`config.mk`:
```
export PLATFORM = sky130hd
export DESIGN_NAME = battery_voltage_moving_average_core
export DESIGN_NICKNAME = d
export VERILOG_FILES = /design/src/design/bvma_pkg.sv /design/src/design/bvma_front.sv /design/src/design/bvma_cell.sv /design/src/design/bvma_mean.sv /design/src/design/battery_voltage_moving_average_core.sv
export SDC_FILE = /design/constraint.sdc
export NUM_CORES = 2
export LEC_CHECK = 0
export ABC_AREA = 1
export BUFFER_PORTS_ARGS = -buffer_cell sky130_fd_sc_hd__clkbuf_2
export CORE_MARGIN = 5
export CORE_UTILIZATION = 57
export DETAILED_ROUTE_END_ITERATION = 10
export HOLD_SLACK_MARGIN = 0.08
export PLACE_DENSITY = 0.73
export SYNTH_ARGS = -nofsm -noshare
export SYNTH_HDL_FRONTEND = slang
export SYNTH_SLANG_ARGS = --single-unit
```
`constraint.sdc`:
```
create_clock -name clock -period 17.9 [get_ports clock]
set_input_delay 1.79 -clock clock [delete_from_list [all_inputs] [get_ports clock]]
set_output_delay 1.79 -clock clock [all_outputs]
set_load 0.005 [all_outputs]
```
`src/design/bvma_pkg.sv`:
```
// shared widths, constants and helpers for the battery voltage moving average core
`timescale 1ns / 1ps
`default_nettype none
package bvma_pkg;

   localparam int CODE_W    = 16;
   localparam int CURRENT_W = 15;
   localparam int REG_W     = 16;
   localparam int SAMPLE_W  = 18;

   localparam int SAMPLE_MAX  = 131071;
   localparam int SAMPLE_MIN  = -131072;
   localparam int SAMPLE_BIAS = 131072;

   localparam int HISTORY_DEPTH_DEFAULT = 60;

   localparam logic [REG_W-1:0] VOLTS_PER_COUNT_RESET   = 16'd31703;
   localparam logic [REG_W-1:0] WIRING_RESISTANCE_RESET = 16'd6554;

   typedef logic signed [SAMPLE_W-1:0] sample_type;

   // signed width of a sum of depth samples
   function automatic int total_width(input int depth);
      return $clog2(depth * SAMPLE_BIAS) + 1;
   endfunction

endpackage
`default_nettype wire

```
`src/design/bvma_front.sv`:
```
// scaling, drop correction, rounding and saturation of one request
`timescale 1ns / 1ps
`default_nettype none
module bvma_front (
   input  wire logic                                clock,
   input  wire logic                                reset,
   input  wire logic                                advance,
   input  wire logic                                in_valid,
   input  wire logic signed [bvma_pkg::CODE_W-1:0]  adc_code,
   input  wire logic [bvma_pkg::CURRENT_W-1:0]      charger_current,
   input  wire logic [bvma_pkg::REG_W-1:0]          volts_per_count,
   input  wire logic [bvma_pkg::REG_W-1:0]          wiring_resistance,
   output logic                                     out_valid,
   output bvma_pkg::sample_type                     sample
);
   import bvma_pkg::*;

   logic               mul_valid_ff;
   logic signed [32:0] measured_ff;
   logic [30:0]        drop_ff;
   logic               sample_valid_ff;
   sample_type         sample_ff;

   logic signed [32:0] measured_in;
   logic [30:0]        drop_in;
   logic [33:0]        diff;
   logic [33:0]        rounded;
   logic signed [19:0] quotient;
   sample_type         sample_in;

   always_comb begin
      measured_in = $signed(adc_code) * $signed({1'b0, volts_per_count});
      drop_in     = 31'(charger_current) * 31'(wiring_resistance);
   end

   // floor((measured - drop + 2^13) / 2^14), then clamp to 18 bits
   always_comb begin
      diff     = {measured_ff[32], measured_ff} - {3'b000, drop_ff};
      rounded  = diff + 34'd8192;
      quotient = $signed(rounded[33:14]);
      if (quotient > 20'(SAMPLE_MAX)) begin
         sample_in = sample_type'(SAMPLE_MAX);
      end else if (quotient < $signed(20'(SAMPLE_MIN))) begin
         sample_in = sample_type'(SAMPLE_MIN);
      end else begin
         sample_in = quotient[SAMPLE_W-1:0];
      end
   end

   always_ff @(posedge clock) begin
      if (reset) begin
         mul_valid_ff    <= 1'b0;
         sample_valid_ff <= 1'b0;
      end else if (advance) begin
         mul_valid_ff    <= in_valid;
         sample_valid_ff <= mul_valid_ff;
      end
   end

   always_ff @(posedge clock) begin
      if (advance) begin
         measured_ff <= measured_in;
         drop_ff     <= drop_in;
         sample_ff   <= sample_in;
      end
   end

   assign out_valid = sample_valid_ff;
   assign sample    = sample_ff;

endmodule
`default_nettype wire

```
`src/design/bvma_cell.sv`:
```
// one history cell of the sample shift chain
`timescale 1ns / 1ps
`default_nettype none
module bvma_cell (
   input  wire logic                 clock,
   input  wire logic                 reset,
   input  wire logic                 shift_en,
   input  wire bvma_pkg::sample_type shift_data,
   output bvma_pkg::sample_type      held_sample
);
   import bvma_pkg::*;

   sample_type sample_ff;

   always_ff @(posedge clock) begin
      if (reset) begin
         sample_ff <= '0;
      end else if (shift_en) begin
         sample_ff <= shift_data;
      end
   end

   assign held_sample = sample_ff;

endmodule
`default_nettype wire

```
`src/design/bvma_mean.sv`:
```
// rounded division of the running total by the history depth
`timescale 1ns / 1ps
`default_nettype none
module bvma_mean #(
   parameter int HISTORY_DEPTH = bvma_pkg::HISTORY_DEPTH_DEFAULT,
   localparam int TotalW = bvma_pkg::total_width(HISTORY_DEPTH)
) (
   input  wire logic                     clock,
   input  wire logic                     reset,
   input  wire logic                     advance,
   input  wire logic                     in_valid,
   input  wire logic signed [TotalW-1:0] total,
   output logic                          out_valid,
   output bvma_pkg::sample_type          average
);
   import bvma_pkg::*;

   // num = 2 * (total + D * 2^17) + D, quotient = floor(num / (2 * D))
   localparam longint unsigned NumBias = 2 * longint'(HISTORY_DEPTH) * SAMPLE_BIAS
                                       + longint'(HISTORY_DEPTH);
   localparam longint unsigned NumMax  = 2 * longint'(HISTORY_DEPTH) * (2 * SAMPLE_BIAS - 1)
                                       + longint'(HISTORY_DEPTH);
   localparam int              NumW    = $clog2(NumMax + 1);
   localparam longint unsigned Div     = 2 * longint'(HISTORY_DEPTH);
   localparam int              DivL    = $clog2(Div);
   localparam int              Shift   = NumW + DivL;
   localparam longint unsigned Mult    = ((longint'(1) << Shift) + Div - 1) / Div;
   localparam int              MultW   = NumW + 1;
   localparam int              ProdW   = NumW + MultW;

   logic              num_valid_ff;
   logic [NumW-1:0]   num_ff;
   logic              prod_valid_ff;
   logic [ProdW-1:0]  prod_ff;

   logic [NumW-1:0]   total_ext;
   logic [NumW-1:0]   num_in;
   logic [ProdW-1:0]  prod_in;

   always_comb begin
      total_ext = {{(NumW - TotalW){total[TotalW-1]}}, total};
      num_in    = (total_ext << 1) + NumW'(NumBias);
      prod_in   = ProdW'(num_ff) * ProdW'(MultW'(Mult));
   end

   always_ff @(posedge clock) begin
      if (reset) begin
         num_valid_ff  <= 1'b0;
         prod_valid_ff <= 1'b0;
      end else if (advance) begin
         num_valid_ff  <= in_valid;
         prod_valid_ff <= num_valid_ff;
      end
   end

   always_ff @(posedge clock) begin
      if (advance) begin
         num_ff  <= num_in;
         prod_ff <= prod_in;
      end
   end

   // quotient lies in [0, 2^18), removing the bias flips the top bit
   assign out_valid = prod_valid_ff;
   assign average   = {~prod_ff[Shift+SAMPLE_W-1], prod_ff[Shift+SAMPLE_W-2:Shift]};

endmodule
`default_nettype wire

```
`src/design/battery_voltage_moving_average_core.sv`:
```
// top level of the battery voltage moving average core
//
//   channel  direction  handshake                  payload
//   req      in         req_tvalid / req_tready    adc_code, charger_current
//   rsp      out        rsp_tvalid / rsp_tready    average_voltage
//   csr      in         apb psel / penable         volts_per_count, wiring_resistance
//
// one request per cycle sustained while the output buffer has room; rsp_tvalid for a
// request rises once it has passed the two front stages, the cell chain and running
// total, the two divide stages and the output register. reset clears every history
// cell, the total and the pipe at once. a two-entry output buffer holds responses
// while rsp_tready is low; req_tready drops only once both entries are full, and the
// whole pipe then holds.
`timescale 1ns / 1ps
`default_nettype none
module battery_voltage_moving_average_core #(
   parameter int HISTORY_DEPTH = bvma_pkg::HISTORY_DEPTH_DEFAULT
) (
   input  wire logic        clock,
   input  wire logic        reset,
   input  wire logic        req_tvalid,
   output logic             req_tready,
   input  wire logic [31:0] req_tdata,   // adc_code [15:0], charger_current [30:16]
   output logic             rsp_tvalid,
   input  wire logic        rsp_tready,
   output logic [23:0]      rsp_tdata,   // average_voltage [17:0]
   input  wire logic        csr_psel,
   input  wire logic        csr_penable,
   input  wire logic        csr_pwrite,
   input  wire logic [2:0]  csr_paddr,
   input  wire logic [31:0] csr_pwdata,
   output logic [31:0]      csr_prdata,
   output logic             csr_pready
);
   import bvma_pkg::*;

   localparam int TotalW = total_width(HISTORY_DEPTH);

   typedef enum logic {
      CSR_VOLTS_PER_COUNT   = 1'b0,
      CSR_WIRING_RESISTANCE = 1'b1
   } csr_index_type;

   logic [REG_W-1:0]          volts_per_count_ff;
   logic [REG_W-1:0]          wiring_resistance_ff;
   logic                      chain_valid_ff;
   logic signed [TotalW-1:0]  total_ff;
   logic                      out_valid_ff;
   sample_type                out_ff;
   logic                      skid_valid_ff;
   sample_type                skid_ff;

   logic                      advance;
   logic                      front_valid;
   sample_type                front_sample;
   logic                      shift_en;
   sample_type                cell_q [HISTORY_DEPTH];
   logic signed [TotalW-1:0]  total_in;
   logic                      mean_valid;
   sample_type                mean_average;
   logic                      push;
   logic                      pop;
   logic                      csr_write;
   csr_index_type             csr_index;

   // configuration registers
   assign csr_pready = 1'b1;
   assign csr_index  = csr_index_type'(csr_paddr[2]);
   assign csr_write  = csr_psel & csr_penable & csr_pwrite & csr_pready;

   always_ff @(posedge clock) begin
      if (reset) begin
         volts_per_count_ff   <= VOLTS_PER_COUNT_RESET;
         wiring_resistance_ff <= WIRING_RESISTANCE_RESET;
      end else if (csr_write) begin
         case (csr_index)
            CSR_VOLTS_PER_COUNT:   volts_per_count_ff   <= csr_pwdata[REG_W-1:0];
            CSR_WIRING_RESISTANCE: wiring_resistance_ff <= csr_pwdata[REG_W-1:0];
            default: ;
         endcase
      end
   end

   always_comb begin
      case (csr_index)
         CSR_VOLTS_PER_COUNT:   csr_prdata = {16'b0, volts_per_count_ff};
         CSR_WIRING_RESISTANCE: csr_prdata = {16'b0, wiring_resistance_ff};
         default:               csr_prdata = '0;
      endcase
   end

   // pipe advance
   assign advance    = ~skid_valid_ff;
   assign req_tready = advance;

   bvma_front u_front (
      .clock             (clock),
      .reset             (reset),
      .advance           (advance),
      .in_valid          (req_tvalid),
      .adc_code          ($signed(req_tdata[15:0])),
      .charger_current   (req_tdata[30:16]),
      .volts_per_count   (volts_per_count_ff),
      .wiring_resistance (wiring_resistance_ff),
      .out_valid         (front_valid),
      .sample            (front_sample)
   );

   // history chain, oldest sample at the far end
   assign shift_en = advance & front_valid;

   for (genvar i = 0; i < HISTORY_DEPTH; i++) begin : g_cell
      if (i == 0) begin : g_head
         bvma_cell u_cell (
            .clock       (clock),
            .reset       (reset),
            .shift_en    (shift_en),
            .shift_data  (front_sample),
            .held_sample (cell_q[i])
         );
      end else begin : g_body
         bvma_cell u_cell (
            .clock       (clock),
            .reset       (reset),
            .shift_en    (shift_en),
            .shift_data  (cell_q[i-1]),
            .held_sample (cell_q[i])
         );
      end
   end

   assign total_in = total_ff + TotalW'(front_sample) - TotalW'(cell_q[HISTORY_DEPTH-1]);

   always_ff @(posedge clock) begin
      if (reset) begin
         total_ff       <= '0;
         chain_valid_ff <= 1'b0;
      end else if (advance) begin
         chain_valid_ff <= front_valid;
         if (front_valid) begin
            total_ff <= total_in;
         end
      end
   end

   bvma_mean #(
      .HISTORY_DEPTH (HISTORY_DEPTH)
   ) u_mean (
      .clock     (clock),
      .reset     (reset),
      .advance   (advance),
      .in_valid  (chain_valid_ff),
      .total     (total_ff),
      .out_valid (mean_valid),
      .average   (mean_average)
   );

   // two-entry output buffer
   assign push = advance & mean_valid;
   assign pop  = out_valid_ff & rsp_tready;

   always_ff @(posedge clock) begin
      if (reset) begin
         out_valid_ff  <= 1'b0;
         skid_valid_ff <= 1'b0;
      end else if (pop) begin
         if (skid_valid_ff) begin
            skid_valid_ff <= 1'b0;
         end else begin
            out_valid_ff <= push;
         end
      end else if (!out_valid_ff) begin
         out_valid_ff <= push;
      end else if (push) begin
         skid_valid_ff <= 1'b1;
      end
   end

   always_ff @(posedge clock) begin
      if (pop && skid_valid_ff) begin
         out_ff <= skid_ff;
      end else if (push && (pop || !out_valid_ff)) begin
         out_ff <= mean_average;
      end
      if (push && out_valid_ff && !pop) begin
         skid_ff <= mean_average;
      end
   end

   assign rsp_tvalid = out_valid_ff;
   assign rsp_tdata  = {6'b0, out_ff};

endmodule
`default_nettype wire

```
==> results summary <==
The worst-case register-to-register setup slack came out at 11.44 ns. The cell taking the most area after synthesis is sky130_fd_sc_hd__dfxtp_1. The critical path is of the in2reg type. The initial utilization of the core area, before any placement, comes to 0.5726. The number of input and output port buffers inserted is 90. The fraction of post-synthesis cell area in the top cell type by area came out at 0.3138. The critical path data required time came out at 18.41 ns. The worst register-to-register path begins at volts_per_count_ff[4]. The hold violation total from the final report is 0. The startpoint of the lowest-slack hold path is u_mean.prod_ff[41]. The placeable core region is 0.1274 mm². In this run the core area contains 131 standard-cell rows. The leading cell type by number of instances after synthesis is sky130_fd_sc_hd__nor2_1. The number of gates resized after CTS was 0. In the final layout, the multi-input gates occupy 0.03915 mm².

The H-tree was split into 4 levels. The number of setup buffers added after CTS is 0. Of the total synthesized cell area, the portion taken by AND, OR, NAND and NOR gates is 0.1938. The post-synthesis sequential element count came out at 1303. The total track usage came out at 0.2454. For this design the top-level I/O count stands at 133.

Of the total synthesized cell area, the portion taken by full adders, half adders and majority gates is 0.2189. The average cell area after synthesis came out at 7.894 µm². The number of sinks driven by the clock tree is 1303.

The placer congestion estimate came out at 0.9074. Of the available clock period, the critical path in the final layout requires 0.3895. Along the worst hold path, the cell count comes to 0. The synthesized netlist occupies a cell area of 0.07293 mm². The final critical path time including I/O delays and setup came out at 6.972 ns.

The sequential share of the synthesized area came out at 0.3796. Dividing the detail-routed wire length by the instance count gives 15.49 µm. The clock buffer count from CTS came out at 136. The worst setup path is captured at a register.

The total DRC errors in the routed layout is 0. The worst slew slack as a fraction of its limit came out at 0.2119. After clock tree synthesis, the flow added hold-fix buffers numbering 0. The number of nets in the finished design came out at 10060. The utilization of the core after routing came out at 0.6156. The largest family of logic cells by synthesized area is adder cells. The min-delay analysis places its worst path in the category reg2reg.

The compound-gate portion of the synthesized area is 0.1104. The transition time at the pin with the least slew margin is 1.170 ns. The share of post-route cells with drive strength above 1 came out at 0.03902. STA classifies the critical path startpoint as an input pin.

The critical path data arrival time came out at 7.48 ns. The number of maximum-capacitance constraint violations is 0. The fraction of registers with async set/reset is 0.

The max-slew violation count came to 0. Between clock sinks in the finished design, the worst skew comes to 0.04497 ns. The total via count after detailed routing is 56690. Entering global routing, the biggest net connects 318 pins. The via count of the first global-routing pass came out at 55230. The number of antenna violations at the first check in global routing came out at 3. The run finished with clean final reports. The depth of the worst register-to-register path is 17. The total of endpoints with negative setup slack in the final report is 0.

The later-pin clock latency in the skew report came out at 0.76 ns. Setup repair after global routing left no endpoint under its margin. Of the post-synthesis cell area, the part taken by muxes is 0. Using the TritonRoute via totals, the vias-per-cell ratio works out to 5.267. The tree is rooted in a sky130_fd_sc_hd__clkbuf_16.

The die covers 0.1352 mm². Summed over all nets, the half-perimeter wirelength after detailed placement is 117400 µm. The setup total negative slack came out at 0 ns. The vertical die dimension came out at 367.7 µm. The filler cell count is 11290. Yosys mapped the design onto 48 distinct sky130hd cell types. The aggregate global routing overflow is 0. The total routed wirelength came out at 166700 µm.

In the synthesized netlist the dominant register cell turns out to be sky130_fd_sc_hd__dfxtp_1. The growth of design area from synthesis to finish came out at 7.504%. In this run the cell area measured after placement is 0.07376 mm². The final cell area excluding filler cells came out at 0.07840 mm². The final antenna-violating net count came out at 0. The iteration-0 DRC count of the detailed router is 4276.

The die outline width came out at 367.7 µm. Across the whole layout, storage elements account for 0.02769 mm². The timing-limited maximum frequency came out at 143.4 MHz. TritonCTS built the clock tree.

The clock passes through at most 3 buffers. Sorting the synthesized cells by area gives the leading types as sky130_fd_sc_hd__dfxtp_1 31%, sky130_fd_sc_hd__fa_1 13%, sky130_fd_sc_hd__nor2_1 12%. Along the worst path, the maximum fanout reaches 14.

The number of synthesis warnings came out at 0. The cell count after synthesis came out at 9238. The endpoint of the worst hold-timing path is skid_ff[9]. The clock-pin slew reported for the worst setup and hold paths after clock tree synthesis came out at 0.06 ns. The capturing point of the worst reg2reg path is u_front.measured_ff[17]. The global-route wire length before repair is 276500 µm. Of the total synthesized cell area, the portion taken by XOR and XNOR cells is 0.01237. In this run, synthesis inferred 160 flip-flops with an integrated enable. After synthesis, the most frequently instantiated cells are 2374 x sky130_fd_sc_hd__nor2_1, 1243 x sky130_fd_sc_hd__o21ai_0, 1143 x sky130_fd_sc_hd__dfxtp_1.

Before antenna repair, the detailed router went through 6 iterations.
layout by cell type, fill, tap and decap left out, types with 10 or more instances in the layout:
master / synthesis / routed
sky130_fd_sc_hd__a21o_1: 18 / 18
sky130_fd_sc_hd__a21oi_1: 245 / 245
sky130_fd_sc_hd__buf_4: 23 / 33
sky130_fd_sc_hd__bufinv_16: 0 / 10
sky130_fd_sc_hd__clkbuf_1: 440 / 36
sky130_fd_sc_hd__clkbuf_16: 0 / 137
sky130_fd_sc_hd__clkbuf_2: 0 / 90
sky130_fd_sc_hd__clkbuf_8: 0 / 26
sky130_fd_sc_hd__conb_1: 2 / 23
sky130_fd_sc_hd__dfxtp_1: 1143 / 1143
sky130_fd_sc_hd__edfxtp_1: 160 / 160
sky130_fd_sc_hd__fa_1: 481 / 481
sky130_fd_sc_hd__ha_1: 506 / 506
sky130_fd_sc_hd__inv_1: 1070 / 1070
sky130_fd_sc_hd__nand2_1: 1098 / 1098
sky130_fd_sc_hd__nand2_2: 11 / 10
sky130_fd_sc_hd__nand3_1: 103 / 103
sky130_fd_sc_hd__nand4_1: 22 / 22
sky130_fd_sc_hd__nor2_1: 2374 / 2374
sky130_fd_sc_hd__nor3_1: 29 / 28
sky130_fd_sc_hd__nor4_1: 10 / 10
sky130_fd_sc_hd__o21a_1: 10 / 10
sky130_fd_sc_hd__o21ai_0: 1243 / 1242
sky130_fd_sc_hd__o21bai_1: 20 / 20
sky130_fd_sc_hd__xnor2_1: 23 / 23
sky130_fd_sc_hd__xor2_1: 80 / 80
how the worst max path moves through the flow:
stage,slack (ns),cells past startpoint,endpoint,start
after floorplan,10.79,21,u_front.measured_ff[25],req_tdata[6]
after global placement,10.14,20,u_front.measured_ff[25],req_tdata[15]
after detailed placement,10.12,20,u_front.measured_ff[25],req_tdata[15]
after CTS,10.93,20,u_front.measured_ff[25],req_tdata[15]
after global routing,10.67,20,u_front.measured_ff[25],req_tdata[15]
final,10.93,20,u_front.measured_ff[25],req_tdata[15]
logic make-up (layout without fill, tap and decap cells):
| family | Yosys count | count (layout) |
|---|---|---|
| AND/OR/NAND/NOR | 3671 | 3671 |
| buffers and inverters | 1604 | 1444 |
| AO/OA/AOI/OAI | 1568 | 1568 |
| flip-flops | 1303 | 1303 |
| adder cells (fa/ha/maj) | 987 | 987 |
| XOR/XNOR | 103 | 103 |
| other | 2 | 24 |
flip-flops by register name (all words and copies together), names as in the netlist:
name / flops
g_cell.g_body.u_cell.held_sample: 1062
u_front.measured_ff: 33
u_front.drop_ff: 31
total_ff: 24
u_mean.num_ff: 24
g_cell.g_head.u_cell.held_sample: 18
out_ff: 18
skid_ff: 18
u_front.sample: 18
u_mean.prod_ff: 18
volts_per_count_ff: 16
wiring_resistance_ff: 16
chain_valid_ff: 1
rsp_tvalid: 1
skid_valid_ff: 1
u_front.mul_valid_ff: 1
u_front.out_valid: 1
u_mean.num_valid_ff: 1
u_mean.out_valid: 1
critical path, cell delays in order:
cell and delay (ns):
sky130_fd_sc_hd__clkbuf_2 0.25, sky130_fd_sc_hd__inv_1 0.36, sky130_fd_sc_hd__nor2_1 0.11, sky130_fd_sc_hd__fa_1 0.57
sky130_fd_sc_hd__inv_1 0.06, sky130_fd_sc_hd__fa_1 0.53, sky130_fd_sc_hd__inv_1 0.06, sky130_fd_sc_hd__fa_1 0.53
sky130_fd_sc_hd__inv_1 0.06, sky130_fd_sc_hd__fa_1 0.50, sky130_fd_sc_hd__fa_1 0.53, sky130_fd_sc_hd__fa_1 0.55
sky130_fd_sc_hd__inv_1 0.04, sky130_fd_sc_hd__ha_1 0.35, sky130_fd_sc_hd__a21oi_1 0.19, sky130_fd_sc_hd__o21ai_0 0.14
sky130_fd_sc_hd__a21oi_1 0.36, sky130_fd_sc_hd__nand3_1 0.22, sky130_fd_sc_hd__a21oi_1 0.20, sky130_fd_sc_hd__xnor2_1 0.08
per-stage QoR:
stage | worst slack, ns | hold slack [ns] | instances
4_1_cts | 10.93 | 0.4473 | 10760
3_3_place_gp | 10.14 | 0.4363 | 10520
2_1_floorplan | 10.79 | 0.4268 | 9259
3_5_place_dp | 10.12 | 0.4426 | 10520
5_1_grt | 10.67 | 0.4587 | 10760
6_report | 10.93 | 0.4504 | 10760
metal layers:
layer,GRT usage,share of wire
met5,0,0.000078
met4,0.08594,0.034
met3,0.03163,0.040
met2,0.4258,0.49
met1,0.3173,0.44
cell type report:
| type | instances | share of cell area |
|---|---|---|
| inverters | 1074 | 0.05164 |
| diodes | 1 | 0.00003192 |
| repair buffers | 128 | 0.01018 |
| clock buffers | 199 | 0.05002 |
| clock inverters | 43 | 0.009113 |
| flip-flops and latches | 1303 | 0.3531 |
| multi-input cells | 6352 | 0.4993 |
| well taps | 1662 | 0.02652 |
Power is not shown: default switching activity piles up to over one toggle a cycle in this logic, so the estimate is an artifact.
